[src/design/lprg_pkg.sv]
// ----------------------------------------------------------------------------
// lprg_pkg
// Shared constants, types and the arctangent table for the lidar point
// range gate and timing core.
// ----------------------------------------------------------------------------
package lprg_pkg;

	localparam int NUM_RINGS    = 32;
	localparam int CORDIC_STEPS = 16;
	// table has 24 entries, extra steps are ignored
	localparam int CSTEPS = (CORDIC_STEPS > 24) ? 24 : CORDIC_STEPS;
	localparam int RING_W = (NUM_RINGS > 1) ? $clog2(NUM_RINGS) : 1;

	localparam int POS_W   = 20;
	localparam int INT_W   = 8;
	localparam int TIME_W  = 63;
	localparam int RSQ_W   = 40;
	localparam int LIM_W   = 19;
	localparam int TPU_W   = 32;
	localparam int AZ_W    = 16;
	localparam int ANG_W   = 32;
	localparam int REL_W   = 40;
	// CORDIC datapath: 21-bit magnitude times gain 1.65 fits 23 bits signed
	localparam int XW      = 23;
	localparam int PROD_W  = AZ_W + TPU_W;

	localparam int QDEPTH  = 4;
	localparam int QPTR_W  = $clog2(QDEPTH);

	// configuration register indexes
	localparam int CFG_IDX_W = 2;
	localparam logic [CFG_IDX_W-1:0] CFG_MIN_RANGE  = 2'd0;
	localparam logic [CFG_IDX_W-1:0] CFG_MAX_RANGE  = 2'd1;
	localparam logic [CFG_IDX_W-1:0] CFG_TIME_UNIT  = 2'd2;
	localparam logic [CFG_IDX_W-1:0] CFG_SENSOR_TM  = 2'd3;
	localparam int CFG_DATA_W = 32;

	localparam logic KIND_FRAME = 1'b0;
	localparam logic KIND_POINT = 1'b1;

	// item as it moves through the front pipeline
	typedef struct packed {
		logic              kind;
		logic [POS_W-1:0]  x;
		logic [POS_W-1:0]  y;
		logic [POS_W-1:0]  z;
		logic [INT_W-1:0]  inten;
		logic [TIME_W-1:0] tm;
		logic [RING_W-1:0] ring;
		logic [RSQ_W-1:0]  sqx;
		logic [RSQ_W-1:0]  sqy;
		logic [RSQ_W-1:0]  sqz;
		logic [RSQ_W-1:0]  dsq;
		logic [XW-1:0]     cx;
		logic [XW-1:0]     cy;
		logic [ANG_W-1:0]  ang;
		logic              origin;
	} front_rec_t;

	// classified item handed to the back part
	typedef struct packed {
		logic              kind;
		logic [POS_W-1:0]  x;
		logic [POS_W-1:0]  y;
		logic [POS_W-1:0]  z;
		logic [INT_W-1:0]  inten;
		logic [RSQ_W-1:0]  dsq;
		logic [TIME_W-1:0] tm;
		logic [RING_W-1:0] ring;
		logic [AZ_W-1:0]   az;
	} back_rec_t;

	// queue status seen by both sides
	typedef struct packed {
		logic full;
		logic empty;
	} q_stat_t;

	// atan(2^-i) in 2^32 units per turn
	function automatic logic [ANG_W-1:0] atan_turn(input logic [4:0] i);
		logic [ANG_W-1:0] r;
		unique case (i)
			5'd0:    r = 32'd536870912;
			5'd1:    r = 32'd316933406;
			5'd2:    r = 32'd167458907;
			5'd3:    r = 32'd85004756;
			5'd4:    r = 32'd42667331;
			5'd5:    r = 32'd21354465;
			5'd6:    r = 32'd10680862;
			5'd7:    r = 32'd5340245;
			5'd8:    r = 32'd2670163;
			5'd9:    r = 32'd1335087;
			5'd10:   r = 32'd667544;
			5'd11:   r = 32'd333772;
			5'd12:   r = 32'd166886;
			5'd13:   r = 32'd83443;
			5'd14:   r = 32'd41722;
			5'd15:   r = 32'd20861;
			5'd16:   r = 32'd10430;
			5'd17:   r = 32'd5215;
			5'd18:   r = 32'd2608;
			5'd19:   r = 32'd1304;
			5'd20:   r = 32'd652;
			5'd21:   r = 32'd326;
			5'd22:   r = 32'd163;
			5'd23:   r = 32'd81;
			default: r = '0;
		endcase
		return r;
	endfunction

endpackage

[src/design/lprg_fifo.sv]
// ----------------------------------------------------------------------------
// lprg_fifo
// Small queue between the front and back parts.
// ----------------------------------------------------------------------------
module lprg_fifo (
	input  logic                clk,
	input  logic                arst_n,
	input  logic                push,
	input  lprg_pkg::back_rec_t push_data,
	input  logic                pop,
	output lprg_pkg::back_rec_t head,
	output lprg_pkg::q_stat_t   qst
);
	import lprg_pkg::*;

	back_rec_t         mem_q [0:QDEPTH-1];
	logic [QPTR_W-1:0] wr_q, rd_q;
	logic [QPTR_W:0]   cnt_q;

	assign qst.full  = (cnt_q == (QPTR_W+1)'(QDEPTH));
	assign qst.empty = (cnt_q == '0);
	assign head      = mem_q[rd_q];

	// storage
	always_ff @(posedge clk) begin
		if (push) begin
			mem_q[wr_q] <= push_data;
		end
	end

	// pointers and fill count
	always_ff @(posedge clk or negedge arst_n) begin
		if (!arst_n) begin
			wr_q  <= '0;
			rd_q  <= '0;
			cnt_q <= '0;
		end else begin
			if (push) begin
				wr_q <= wr_q + 1'b1;
			end
			if (pop) begin
				rd_q <= rd_q + 1'b1;
			end
			unique case ({push, pop})
				2'b10:   cnt_q <= cnt_q + 1'b1;
				2'b01:   cnt_q <= cnt_q - 1'b1;
				default: cnt_q <= cnt_q;
			endcase
		end
	end

endmodule

[config.mk]
export PLATFORM = sky130hd
export DESIGN_NAME = lprg_fifo
export DESIGN_NICKNAME = d
export VERILOG_FILES = /design/src/design/lprg_pkg.sv /design/src/design/lprg_fifo.sv
export SDC_FILE = /design/constraint.sdc
export NUM_CORES = 1
export LEC_CHECK = 0
export BUFFER_PORTS_ARGS = -buffer_cell sky130_fd_sc_hd__buf_2
export CAP_MARGIN = 25
export CORE_AREA = 2 2 234 236
export DETAILED_ROUTE_END_ITERATION = 12
export DIE_AREA = 0 0 236 238
export PLACE_DENSITY = 0.75
export SYNTH_ARGS = -nofsm -noshare
export SYNTH_HDL_FRONTEND = slang
export SYNTH_SLANG_ARGS = --single-unit
export TNS_END_PERCENT = 5
[constraint.sdc]
create_clock -name clk -period 6.21 [get_ports clk]
set_input_delay 0.3105 -clock clk [delete_from_list [all_inputs] [get_ports clk]]
set_output_delay 0.3105 -clock clk [all_outputs]
set_load 0.03 [all_outputs]
* After elaboration in Yosys (flattened, before gate mapping)
Memory sizes are Yosys's and may differ from the RTL's. Index checks and enable logic that the tools add are counted.
Storage, ports and cells: memories 1, RAM bits 772, output and inout port bits 195, word-level logic and storage cells 16, flip-flop bits (word level) 7, bits of input ports 197
Cells by class: multiplexer cells 3, $add $sub $neg 4, reductions and logical operators 2, equal/unequal tests 3
Memory list:
- mem_q | depth 4, width 193, rd ports 1, clocked after Yosys merged registers in 0, write ports 1, line lprg_fifo.sv:16 | back_rec_t mem_q [0:QDEPTH-1];
Operators by type and width (number):
- 3-bit one-hot mux with 2 select lines | 1
- 2-bit by 1-bit adder with 2-bit output, second input constant | 2
- 3-bit by 1-bit adder with 3-bit output, second input constant | 1
- 3-bit equality test, second input constant | 1
- 3-bit logical NOT | 1
- 3-bit by 1-bit subtractor with 3-bit output, second input constant | 1
- 2-bit by 1-bit equality test with 1-bit output, second input constant | 1
- 2-bit equality test, second input constant | 1
- 1-bit two-way mux | 2
- 2-bit nonzero test | 1

* Depth between registers and ports, before layout
word-level depth 2, gate-level depth with buffers 7, mapped depth without buffers 7

* Worst setup path after synthesis
No wires, ideal clock.
kind register to register, from register wr_q[0], to memory mem_q[0][0] (netlist bit) (enable), buffers on the path 0, arrival time 5.013 ns, path slack 0.621 ns, clock period less this slack 5.589 ns, library setup time 0.576 ns, stages on the path, launching flop included 4, data required time 5.634 ns, path through dfrtp_1 > inv_1 > ha_1 > and2_1
RTL lines:
- start: declaration | line lprg_fifo.sv:17 | logic [QPTR_W-1:0] wr_q, rd_q;
- start signal: assignment | line lprg_fifo.sv:39 | wr_q <= wr_q + 1'b1;
- end: declaration | line lprg_fifo.sv:16
No word-level cell before the write port.

==> metrics.yaml <==
outcome:
  outcome: "complete, no violations"
sta:
  fmax_mhz: 303.7
  tightest_slew_ns: 1.047
  min_period_ns: 3.293
  hold_viol_final: 0
  layout_setup_ws_ns: 2.917
  maxSlewHeadroom_pct: 30.19
  fin_setup_tns_ns: 0
  fin_skew_ns: 0.01656
  drv_slew: 0
  setup_violations: 0
  rsz0062_at_grt: "false"
  period_share_pct: 53.02
power:
  power_frac_clock_pct: 24.8
  seqPwrFrac_pct: 41.3
  vdd_drop_max_mv: 0.5622
  comb_power_share_pct: 33.9
  power.switching_mw: 5.915
  total_power_mw: 17.36
  p_int_mw: 11.44
  p_leak_nw: 12.13
  pwr_density_cell_nw_per_um2: 492.2
  p_sw_share_pct: 34.08
grt:
  grt_pass1_vias: 14300
  grt_pass1_wl_mm: 85.77
  grt-ovfl-total: 0
  grt_max_degree: 108
  grt_use_total_pct: 20.39
  antenna_found_initial: 5
clocking:
  root_buffer: "clkbuf_16"
  cts_tree: "yes"
  clock_path_buffers: 3
  holdBufCountCts: 196
  cts_max_level: 3
  cts_resized: 0
  numCtsBuffers: 77
  numClockSinks: 779
  post_cts.repair.setup_buffers: 0
  insertion_delay_ns: 0.60
  cts.clk_slew.worst_paths_ns: 0.06
floorplan:
  fp-row-count: 85
  fp.dieW_um: 236
  coreArea_sq_um: 53500
  ios: 392
  initial_core_util_pct: 52.81
  die_y_um: 238
  die_area_sq_um: 56170
logic_synthesis:
  synth_top_cell_by_area: "edfxtp_1"
  synth_area_per_cell_sq_um: 27.01
  synth_warnings: 0
  synth_cells: 1046
  synth_area_leaders: "edfxtp_1 82%, mux4_2 15%, buf_6 0.72%, dfrtp_1 0.62%, buf_2 0.39%"
  syn_area_sq_um: 28250
  synth-seq-area-share_pct: 82.68
  ys_types: 17
  synth-seq-cells: 779
  syn_nets: 1249
  yosys.area.top_type_share_pct: 82.06
hold_path:
  hp-class: "in2async"
placement:
  place_ws_ns: 3.526
  gp_congestion: 0.7464
  dpl_cell_area_sq_um: 30950
  io_buffers: 391
  hpwlAfterDp_mm: 31.62
final_layout:
  nNetsFinal: 1883
  drive_gt1_share_pct: 40.45
  design_area_sq_um: 35270
  area_growth_pct: 24.84
setup_path:
  path_max_fanout: 52
  r2r_slack_ns: 3.60
  reg2reg_to: "mem_q[1][136]"
  worstPathArrival_ns: 2.98
  required_ns: 5.90
  reg2reg_from: "wr_q[1]"
  endpoint_kind: "output pin"
  startpoint_type: "flip-flop"
  reg2reg_depth: 4
  crit_type: "reg2out"
detailed_routing:
  routed_via_density: 5.511
  wl_per_cell_um: 23.25
  drc: 0
  drtAntennaViolNets: 0
  drtIter0Drc: 971
  routed_wirelength_mm: 56.73
  vias: 13450
  firstDrtPassIters: 5
job:
  drv_cap: 0
worst max path at each step:
stage                  end  slack [ns]     from  cells after the start
3_3_place_gp     head[121]        3.53  rd_q[1]                      3
3_5_place_dp     head[143]        3.53  rd_q[1]                      3
2_1_floorplan  mem_q[0][0]        0.62  wr_q[0]                      3
5_1_grt          head[120]        2.79  rd_q[1]                      3
4_1_cts          head[121]        2.86  rd_q[1]                      3
6_report         head[121]        2.92  rd_q[1]                      3
metrics by stage:
step	util, %	hold WS, ns	std cells
2_1_floorplan	-	0.01491	1046
3_3_place_gp	57.85	0.1650	2101
3_5_place_dp	57.85	0.1696	2101
4_1_cts	65.90	0.05205	2434
5_1_grt	65.91	0.07457	2437
6_report	65.93	0.09726	2440
Yosys cell counts:
cell type	instances
nand2_1	3
and2_1	4
edfxtp_1	772
xor2_1	4
buf_2	22
clkbuf_1	4
mux4_2	193
o21ai_0	2
dfrtp_1	7
and3_1	1
fa_1	1
inv_1	6
ha_1	5
buf_6	18
xnor2_1	2
nor3_1	1
nor2_1	1
state kept, by name, indices dropped and copies added (netlist names):
signal,count
cnt_q,3
wr_q,2
mem_q,772
rd_q,2
final cells by class:
type	count	area [sq um]
diodes	6	15.01
clock buffers	99	2072
clock inverters	38	272.8
fillers	3342	18230
inverters	6	22.52
multi-input cells	217	4553
flip-flops and latches	779	23360
well taps	696	870.8
repair buffers	599	4096
worst max-delay path, cell delays in order (launching register included):
cell and delay, ns:
dfrtp_4 0.89, buf_4 0.74, mux4_2 0.44, buf_2 0.20
power by group through the flow:
stage | registers, mW | clock network, mW | logic [mW]
6_report | 7.16 | 4.31 | 5.88
5_1_grt | 7.24 | 4.61 | 6.21
4_1_cts | 7.17 | 4.40 | 5.98
3_5_place_dp | 7.26 | 0 | 5.85
3_3_place_gp | 7.20 | 0 | 5.83
2_1_floorplan | 7.30 | 0 | 4.35
layer usage:
layer	track usage (%)	vias to the layer above	share of wire (%)
li1	-	5831	-
met1	27.10	6964	40
met2	32.82	552	49
met3	5.553	96	8.0
met4	7.566	4	2.6
met5	0	-	0.048
cells by family (layout without fill, tap and decap cells):
kind of cell | count (synthesis) | count (layout) | synth area share (%)
AOI/OAI and AO/OA | 2 | 2 | 0.03543
xor gates and xnor gates | 6 | 6 | 0.1860
adders and majority gates | 6 | 6 | 0.2923
buffers and inverters | 50 | 742 | 1.240
DFF | 779 | 779 | 82.68
muxes | 193 | 193 | 15.39
other | 0 | 6 | 0
and+or+nand+nor | 10 | 10 | 0.1816
layout by cell type (no fill, tap or decap):
| master | n |
|---|---|
| mux4_2 | 193 |
| bufinv_16 | 3 |
| buf_2 | 391 |
| and2_4 | 4 |
| clkinv_2 | 13 |
| nand2_1 | 3 |
| ha_1 | 5 |
| inv_6 | 2 |
| diode_2 | 6 |
| nor3_1 | 1 |
| clkinv_8 | 2 |
| xor2_1 | 4 |
| dfrtp_1 | 5 |
| nor2_1 | 1 |
| xnor2_1 | 2 |
| and3_1 | 1 |
| buf_4 | 5 |
| dfrtp_4 | 2 |
| clkbuf_8 | 2 |
| buf_12 | 7 |
| edfxtp_1 | 772 |
| dlygate4sd3_1 | 196 |
| clkbuf_16 | 79 |
| o21ai_0 | 2 |
| clkinv_1 | 18 |
| fa_1 | 1 |
| inv_1 | 6 |
| clkbuf_1 | 18 |
Power figures use the tool's default switching activity.
