===== config.mk =====
export PLATFORM = sky130hd
export DESIGN_NAME = lprg_back
export DESIGN_NICKNAME = d
export VERILOG_FILES = /design/src/design/lprg_pkg.sv /design/src/design/lprg_back.sv
export SDC_FILE = /design/constraint.sdc
export NUM_CORES = 2
export LEC_CHECK = 0
export BUFFER_PORTS_ARGS = -buffer_cell sky130_fd_sc_hd__buf_2
export CAP_MARGIN = 20
export CORE_MARGIN = 1.5
export CORE_UTILIZATION = 40
export CTS_CLUSTER_SIZE = 10
export DETAILED_ROUTE_END_ITERATION = 12
export PLACE_DENSITY_LB_ADDON = 0.1
export SETUP_SLACK_MARGIN = 0.05
export SYNTH_ARGS = -nofsm -noshare
export SYNTH_HDL_FRONTEND = slang
export SYNTH_SLANG_ARGS = --single-unit
export TNS_END_PERCENT = 20

===== constraint.sdc =====
create_clock -name clk -period 32.8 [get_ports clk]
set_input_delay 4.92 -clock clk [delete_from_list [all_inputs] [get_ports clk]]
set_output_delay 4.92 -clock clk [all_outputs]
set_load 0.02 [all_outputs]

===== src/design/lprg_pkg.sv =====
// ----------------------------------------------------------------------------
// lprg_pkg
// Shared constants, types and the arctangent table for the lidar point
// range gate and timing core.
// ----------------------------------------------------------------------------
package lprg_pkg;

	localparam int NUM_RINGS    = 32;
	localparam int CORDIC_STEPS = 16;
	// table has 24 entries, extra steps are ignored
	localparam int CSTEPS = (CORDIC_STEPS > 24) ? 24 : CORDIC_STEPS;
	localparam int RING_W = (NUM_RINGS > 1) ? $clog2(NUM_RINGS) : 1;

	localparam int POS_W   = 20;
	localparam int INT_W   = 8;
	localparam int TIME_W  = 63;
	localparam int RSQ_W   = 40;
	localparam int LIM_W   = 19;
	localparam int TPU_W   = 32;
	localparam int AZ_W    = 16;
	localparam int ANG_W   = 32;
	localparam int REL_W   = 40;
	// CORDIC datapath: 21-bit magnitude times gain 1.65 fits 23 bits signed
	localparam int XW      = 23;
	localparam int PROD_W  = AZ_W + TPU_W;

	localparam int QDEPTH  = 4;
	localparam int QPTR_W  = $clog2(QDEPTH);

	// configuration register indexes
	localparam int CFG_IDX_W = 2;
	localparam logic [CFG_IDX_W-1:0] CFG_MIN_RANGE  = 2'd0;
	localparam logic [CFG_IDX_W-1:0] CFG_MAX_RANGE  = 2'd1;
	localparam logic [CFG_IDX_W-1:0] CFG_TIME_UNIT  = 2'd2;
	localparam logic [CFG_IDX_W-1:0] CFG_SENSOR_TM  = 2'd3;
	localparam int CFG_DATA_W = 32;

	localparam logic KIND_FRAME = 1'b0;
	localparam logic KIND_POINT = 1'b1;

	// item as it moves through the front pipeline
	typedef struct packed {
		logic              kind;
		logic [POS_W-1:0]  x;
		logic [POS_W-1:0]  y;
		logic [POS_W-1:0]  z;
		logic [INT_W-1:0]  inten;
		logic [TIME_W-1:0] tm;
		logic [RING_W-1:0] ring;
		logic [RSQ_W-1:0]  sqx;
		logic [RSQ_W-1:0]  sqy;
		logic [RSQ_W-1:0]  sqz;
		logic [RSQ_W-1:0]  dsq;
		logic [XW-1:0]     cx;
		logic [XW-1:0]     cy;
		logic [ANG_W-1:0]  ang;
		logic              origin;
	} front_rec_t;

	// classified item handed to the back part
	typedef struct packed {
		logic              kind;
		logic [POS_W-1:0]  x;
		logic [POS_W-1:0]  y;
		logic [POS_W-1:0]  z;
		logic [INT_W-1:0]  inten;
		logic [RSQ_W-1:0]  dsq;
		logic [TIME_W-1:0] tm;
		logic [RING_W-1:0] ring;
		logic [AZ_W-1:0]   az;
	} back_rec_t;

	// queue status seen by both sides
	typedef struct packed {
		logic full;
		logic empty;
	} q_stat_t;

	// atan(2^-i) in 2^32 units per turn
	function automatic logic [ANG_W-1:0] atan_turn(input logic [4:0] i);
		logic [ANG_W-1:0] r;
		unique case (i)
			5'd0:    r = 32'd536870912;
			5'd1:    r = 32'd316933406;
			5'd2:    r = 32'd167458907;
			5'd3:    r = 32'd85004756;
			5'd4:    r = 32'd42667331;
			5'd5:    r = 32'd21354465;
			5'd6:    r = 32'd10680862;
			5'd7:    r = 32'd5340245;
			5'd8:    r = 32'd2670163;
			5'd9:    r = 32'd1335087;
			5'd10:   r = 32'd667544;
			5'd11:   r = 32'd333772;
			5'd12:   r = 32'd166886;
			5'd13:   r = 32'd83443;
			5'd14:   r = 32'd41722;
			5'd15:   r = 32'd20861;
			5'd16:   r = 32'd10430;
			5'd17:   r = 32'd5215;
			5'd18:   r = 32'd2608;
			5'd19:   r = 32'd1304;
			5'd20:   r = 32'd652;
			5'd21:   r = 32'd326;
			5'd22:   r = 32'd163;
			5'd23:   r = 32'd81;
			default: r = '0;
		endcase
		return r;
	endfunction

endpackage


===== src/design/lprg_back.sv =====
// ----------------------------------------------------------------------------
// lprg_back
// Per-ring timing: first azimuth, relative time with wrap, frame time add
// and saturation, or the sensor time when selected. Ends in the output register.
// ----------------------------------------------------------------------------
module lprg_back (
	input  logic                        clk,
	input  logic                        arst_n,
	input  lprg_pkg::back_rec_t         head,
	input  lprg_pkg::q_stat_t           qst,
	output logic                        pop,
	input  logic [lprg_pkg::TPU_W-1:0]  tpu,
	input  logic                        use_sensor,
	output logic                        out_valid,
	input  logic                        out_ready,
	output logic [lprg_pkg::POS_W-1:0]  out_x,
	output logic [lprg_pkg::POS_W-1:0]  out_y,
	output logic [lprg_pkg::POS_W-1:0]  out_z,
	output logic [lprg_pkg::INT_W-1:0]  out_intensity,
	output logic [lprg_pkg::RSQ_W-1:0]  range_squared,
	output logic [lprg_pkg::TIME_W-1:0] point_time_ns
);
	import lprg_pkg::*;

	logic                en;
	logic                seen_q [0:NUM_RINGS-1];
	logic                lrv_q  [0:NUM_RINGS-1];
	logic [AZ_W-1:0]     faz_q  [0:NUM_RINGS-1];
	logic [REL_W-1:0]    lr_q   [0:NUM_RINGS-1];
	logic                ring_op;
	logic                new_ring;
	logic [AZ_W-1:0]     d;

	back_rec_t           rec_s1, rec_s2;
	logic                v_s1, v_s2;
	logic                sens_s1, first_s1, sens_s2, first_s2;
	logic [PROD_W-1:0]   prod_s1;
	logic [REL_W-1:0]    rel_s2;
	logic [TPU_W-1:0]    rel0;
	logic [REL_W-1:0]    lrd, rel;
	logic                upd;
	logic [TIME_W-1:0]   frame_q;
	logic [TIME_W:0]     tsum;
	logic [TIME_W-1:0]   tnow;

	assign en  = ~out_valid | out_ready;
	assign pop = en & ~qst.empty;

	// ring lookup on the head item
	assign ring_op  = pop && (head.kind == KIND_POINT) && !use_sensor;
	assign new_ring = !seen_q[head.ring];
	assign d        = faz_q[head.ring] - head.az;

	// relative time against the last one of the ring
	assign rel0 = prod_s1[PROD_W-1:AZ_W];
	assign lrd  = lrv_q[rec_s1.ring] ? lr_q[rec_s1.ring] : '0;
	assign rel  = (REL_W'(rel0) < lrd) ? (REL_W'(rel0) + REL_W'(tpu)) : REL_W'(rel0);
	assign upd  = en && v_s1 && (rec_s1.kind == KIND_POINT) && !sens_s1 && !first_s1;

	// valid bits; a frame start clears everything and wins over a write
	always_ff @(posedge clk or negedge arst_n) begin
		if (!arst_n) begin
			for (int r = 0; r < NUM_RINGS; r++) begin
				seen_q[r] <= 1'b0;
				lrv_q[r]  <= 1'b0;
			end
		end else begin
			if (ring_op && new_ring) begin
				seen_q[head.ring] <= 1'b1;
			end
			if (upd) begin
				lrv_q[rec_s1.ring] <= 1'b1;
			end
			if (pop && (head.kind == KIND_FRAME)) begin
				for (int r = 0; r < NUM_RINGS; r++) begin
					seen_q[r] <= 1'b0;
					lrv_q[r]  <= 1'b0;
				end
			end
		end
	end

	// per-ring data
	always_ff @(posedge clk) begin
		if (ring_op && new_ring) begin
			faz_q[head.ring] <= head.az;
		end
		if (upd) begin
			lr_q[rec_s1.ring] <= rel;
		end
	end

	// stage valids and frame time
	always_ff @(posedge clk or negedge arst_n) begin
		if (!arst_n) begin
			v_s1      <= 1'b0;
			v_s2      <= 1'b0;
			out_valid <= 1'b0;
			frame_q   <= '0;
		end else if (en) begin
			v_s1      <= pop;
			v_s2      <= v_s1;
			out_valid <= v_s2 && (rec_s2.kind == KIND_POINT);
			if (v_s2 && (rec_s2.kind == KIND_FRAME)) begin
				frame_q <= rec_s2.tm;
			end
		end
	end

	// time of the point
	assign tsum = {1'b0, frame_q} + (TIME_W+1)'(rel_s2);
	always_comb begin
		if (sens_s2) begin
			tnow = rec_s2.tm;
		end else if (first_s2) begin
			tnow = '0;
		end else if (tsum[TIME_W]) begin
			tnow = '1;
		end else begin
			tnow = tsum[TIME_W-1:0];
		end
	end

	// payload stages and output register
	always_ff @(posedge clk) begin
		if (en) begin
			rec_s1        <= head;
			sens_s1       <= use_sensor;
			first_s1      <= new_ring;
			prod_s1       <= PROD_W'(d) * PROD_W'(tpu);
			rec_s2        <= rec_s1;
			sens_s2       <= sens_s1;
			first_s2      <= first_s1;
			rel_s2        <= rel;
			out_x         <= rec_s2.x;
			out_y         <= rec_s2.y;
			out_z         <= rec_s2.z;
			out_intensity <= rec_s2.inten;
			range_squared <= rec_s2.dsq;
			point_time_ns <= tnow;
		end
	end

endmodule


Word-level counts from Yosys, hierarchy flattened
Memories as Yosys holds them, arrays and structs flattened. A register that Yosys moved wholly into a read port is not among the register bits.
Cells that the tools add are included.
Word-level totals
  bits of input ports: 231
  bits in latches: 0
  output and inout bits: 173
  register bits after elaboration: 742
  ROM bits: 0
  memories: 2
  bits in writable memories: 1568
Memories
  lr_q: words 32, width 33, rd ports 1, clocked after memory_dff 1, write ports 1, RTL line lprg_back.sv:29  | logic [REL_W-1:0] lr_q [0:NUM_RINGS-1];
  faz_q: words 32, width 16, rd ports 1, clocked after memory_dff 0, write ports 1, RTL line lprg_back.sv:28  | logic [AZ_W-1:0] faz_q [0:NUM_RINGS-1];
Cells by class
  shift operators: 0
  equal/unequal tests: 0
  $mul: 1
  $lt $le $gt $ge: 5
  bitwise operators: 10
  divide/modulo/power cells: 0
  add/subtract/negate cells: 3
  reductions and logical operators: 19
  mux-type cells: 24
Operator list (number)
  $mux W63: 3
  $mux W32: 4
  $add A63 B40 Y64: 1
  $or A32 B32 Y32: 2
  $mul A16 B32 Y48: 1
  $lt A32 B40 Y1: 1
  $mux W40: 1
  $add A32 B32 Y33: 1
  $mux W33: 1
  $sub A16 B16 Y16: 1
  $ge A6 B6 Y1 const B: 2
  $logic_and A1 B1 Y1: 12
  $lt A6 B1 Y1 const B: 2
  $not A5 Y6: 2
  $bmux W1 S5: 2
  $demux W1 S5: 2
  $mux W1: 10
  $mux W5: 1
  $logic_not A1 Y1: 4
  $not A1 Y1: 4
  $reduce_bool A2 Y1: 2
  $reduce_and A2 Y1: 1
  $and A1 B1 Y1: 1
  $or A1 B1 Y1: 1

Longest topological paths before layout
  word-level depth: 8
  depth in mapped cells: 42
  depth with buffers taken out: 37

Worst setup path after synthesis
Ideal clock, no wire load.
  kind: input port to flip-flop
  from: input port out_ready
  to: register first_s1 (enable)
  cell stages on the path: 2
  arrival: 15735 ps
  buffers on the path: 0
  path slack: 12406 ps
  library setup time: 4659 ps
  cell sequence: nor2b_1 -> clkinv_1
Between the ends
  word-level cells in the longest chain between the ends: 1
Ends and longest elaborated chain
  start: declaration: RTL line lprg_back.sv:15  | input logic out_ready,
  $or A1 B1 Y1: RTL line lprg_back.sv:46  | assign en = ~out_valid | out_ready;
  end signal: assignment: RTL line lprg_back.sv:129  | first_s1 <= new_ring;
  end: declaration: RTL line lprg_back.sv:36  | logic sens_s1, first_s1, sens_s2, first_s2;
No other way between the ends.
A chain may end at the register's enable or synchronous reset.

Final worst setup path
  from: input port head[16] (netlist name)
  to: register prod_s1[38] (data pin)
Between the ends
  word-level cells in the longest chain between the ends: 3
Ends and longest elaborated chain
  start: declaration: RTL line lprg_back.sv:9  | input lprg_pkg::back_rec_t head,
  $mem_v2 Z32 W16
  $sub A16 B16 Y16: RTL line lprg_back.sv:52  | assign d = faz_q[head.ring] - head.az;
  $mul A16 B32 Y48: RTL line lprg_back.sv:130  | prod_s1 <= PROD_W'(d) * PROD_W'(tpu);
  end signal: assignment: RTL line lprg_back.sv:130
  end: declaration: RTL line lprg_back.sv:37  | logic [PROD_W-1:0] prod_s1;
No other way between the ends.

==> run metrics <==
M1 GR Usage 29.09%; synthesized area 104700 µm²; Most Used Layer, Global Route met2; Resized cells post-CTS 0; # DRC 0; Tmin final 16.51 ns; H-tree depth 5; Num CTS Buffers 285; Final Hold Fails 0; TritonCTS clock tree done; Crit Path Max Fanout 39; CP Capture Type flop; WL per Instance 27.19 µm; Rel. slew slack 23.86%; DR vias/cell 5.438; max_cap viols 0; YS warnings 0; HPWL after DPL 172.5 mm; Worst-path clk slew 0.07 ns; CTS root buf clkbuf_16; syn_area_per_cell 17.09 µm²; port bufs 402; RD Place Congestion 0.8193; Initial Util 40.29%; Core ar. 259900 µm²; hold_sp rec_s2[181]; via count 55980; RSZ-0062 raised after global routing false; die width 514.7 µm; met3 Usage GRT 3.494%; die area 264900 µm²; initial antenna violation count 29; Main synth FF type edfxtp_1; Total GRT Usage 21.26%; CP max stage delay 0.75 ns; Setup CP Type input port to flop; gr ovfl total 0; Worst setup SP type input port; worst r2r src faz_q[3][0]; Syn Inst Count 6128; deepest clock path buffer count 4; max-slew violation count 0; CP Launch Point head[16]; clk sinks 2292; hold slack 0.3985 ns; 1st-iter DRT viols 4654; DRT antenna net count 0; vias in the first global route 58930; first-pass GRT wire length 408.8 mm; # hold bufs at CTS 0; sequential share of the synthesized area 65.05%; die span in y 514.7 µm; NumNets Final 7571; commonest cells after routing, fill and taps aside edfxtp_1, inv_1, nand2_1, mux4_2, fa_1; Area growth, synth to finish 14.18%; Mapped Nets 7011; I/O Pins 404; arrival time worst endpoint 17.13 ns; Setup Fix Bufs, Post-CTS 0; Cell Rows 187; Req. time, crit path 33.42 ns; async set-reset flop share out of synthesis 5.672%; Worst path most repeated cell fa_1; layout cells sized above 1 22.64%; grt met2 use 35.33%; Crit-path slowest cell buf_4; Initial DRT Pass Iterations 6; Max Clock Skew 0.1070 ns; final setup vio count 0; outcome finished, final reports clean; FMAX 60.56 MHz; worst hold path class flop to flop; fill cell count 22660; clk_lat worst skew 0.96 ns; setup tns final 0 ns; number of synthesized register bits 2292; number of flops mapped to enable cells by yosys 2157; largest net degree at the start of global routing 182; final worst-path cycle share 50.34%; most common cell after layout, fill and taps aside edfxtp_1; Worst-Margin Slew 1.139 ns; Netlist cell types 76; total routed wirelength 279.9 mm
worst max-delay path: cells and delay by family:
kind / cells / cell delay, ns
adder cells (fa/ha/maj): 9 / 3.90
AO/OA/AOI/OAI: 14 / 3.64
buffers and inverters: 7 / 2.28
AND/OR/NAND/NOR: 4 / 1.32
multiplexers: 1 / 0.59
XOR/XNOR: 2 / 0.28
sequential cells by signal, summed over array words and instances (netlist names), 32 cells and up, named ones only:
name,flops
lr_q,1056
lrv_q,32
rec_s1,177
prod_s1,32
seen_q,32
rec_s2,172
rel_s2,33
point_time_ns,63
faz_q,512
range_squared,40
frame_q,63
layout make-up:
| type | count | area (µm²) | area share (%) |
|---|---|---|---|
| repair buffers | 542 | 3231 | 2.701 |
| clock buffers | 361 | 7543 | 6.308 |
| clock inverters | 21 | 224.0 | 0.1873 |
| multi-input cells | 3008 | 33930 | 28.37 |
| flip-flops and latches | 2292 | 68140 | 56.98 |
| well taps | 3496 | 4374 | 3.658 |
| diodes | 15 | 37.54 | 0.03139 |
| inverters | 559 | 2106 | 1.761 |
Yosys cell counts (9+ instances only):
cell | number | area share [%]
nor2b_1 | 22 | 0.13
ha_1 | 232 | 2.8
or4_1 | 12 | 0.086
nand3_1 | 47 | 0.22
or3_1 | 12 | 0.072
a21o_1 | 70 | 0.50
mux2_2 | 97 | 1.0
o21bai_1 | 13 | 0.093
fa_1 | 420 | 8.0
nand2b_1 | 41 | 0.24
o2111ai_1 | 9 | 0.075
dfrtp_1 | 130 | 3.1
a22oi_1 | 62 | 0.44
o21ai_0 | 63 | 0.30
a31oi_1 | 18 | 0.11
nor2_1 | 122 | 0.44
nand3b_1 | 11 | 0.079
inv_1 | 558 | 2.0
xor2_1 | 47 | 0.39
mux4_2 | 468 | 10
nand2_1 | 508 | 1.8
clkbuf_1 | 205 | 0.73
mux2_4 | 27 | 0.39
a21oi_1 | 137 | 0.65
and2_1 | 144 | 0.86
mux2i_1 | 17 | 0.16
nand4_1 | 45 | 0.27
and3_1 | 22 | 0.13
o22ai_1 | 12 | 0.072
edfxtp_1 | 2157 | 62
buf_1 | 41 | 0.15
o21a_1 | 82 | 0.59
buf_2 | 18 | 0.086
o211ai_1 | 33 | 0.24
nor3_1 | 32 | 0.15
xnor2_1 | 60 | 0.50
a211oi_1 | 16 | 0.11
a221oi_1 | 9 | 0.075
per-stage QoR:
step           instances  utilization (%)  area (µm²)  setup slack, ns
2_1_floorplan       6128                -      104700            12.41
3_3_place_gp        9891            42.94      111600            15.27
3_5_place_dp        9895            42.98      111700            15.31
4_1_cts            10280            45.97      119500            16.20
5_1_grt            10290            46.00      119600            15.62
6_report           10290            46.00      119600            16.29
routing by layer:
| metal | share of wire (%) | vias to the layer above |
|---|---|---|
| met1 | 43 | 29970 |
| met2 | 49 | 1534 |
| met5 | 0.0086 | - |
| met3 | 5.4 | 394 |
| li1 | - | 24070 |
| met4 | 2.4 | 4 |
path summary, 6_finish.rpt:
kind | endpoint | slack (ns) | depth (start not counted)
setup / recovery | prod_s1[38] | 16.29 | 37
hold / removal | out_x[9] | 0.40 | 0
setup reg to reg | prod_s1[38] | 21.59 | 35
hold reg to reg | out_x[9] | 0.40 | 0
max in group asynchronous | lrv_q[10] | 27.33 | 2
min in group asynchronous | frame_q[55] | 4.07 | 1
cells by family (layout without fill, tap and decap cells):
kind of cell,after synthesis,after routing,synth area share (%)
adder cells (fa/ha/maj),652,652,10.80
flip-flops,2292,2292,65.05
other,0,15,0
AND/OR/NAND/NOR,1048,1048,4.736
AO/OA/AOI/OAI,592,592,3.841
XOR/XNOR,107,107,0.8948
multiplexers,609,609,11.66
buffers and inverters,828,1483,3.025
Power is left out: the tool's default activity adds up to more than one toggle a clock period on the data nets, which glitch-free logic cannot reach.
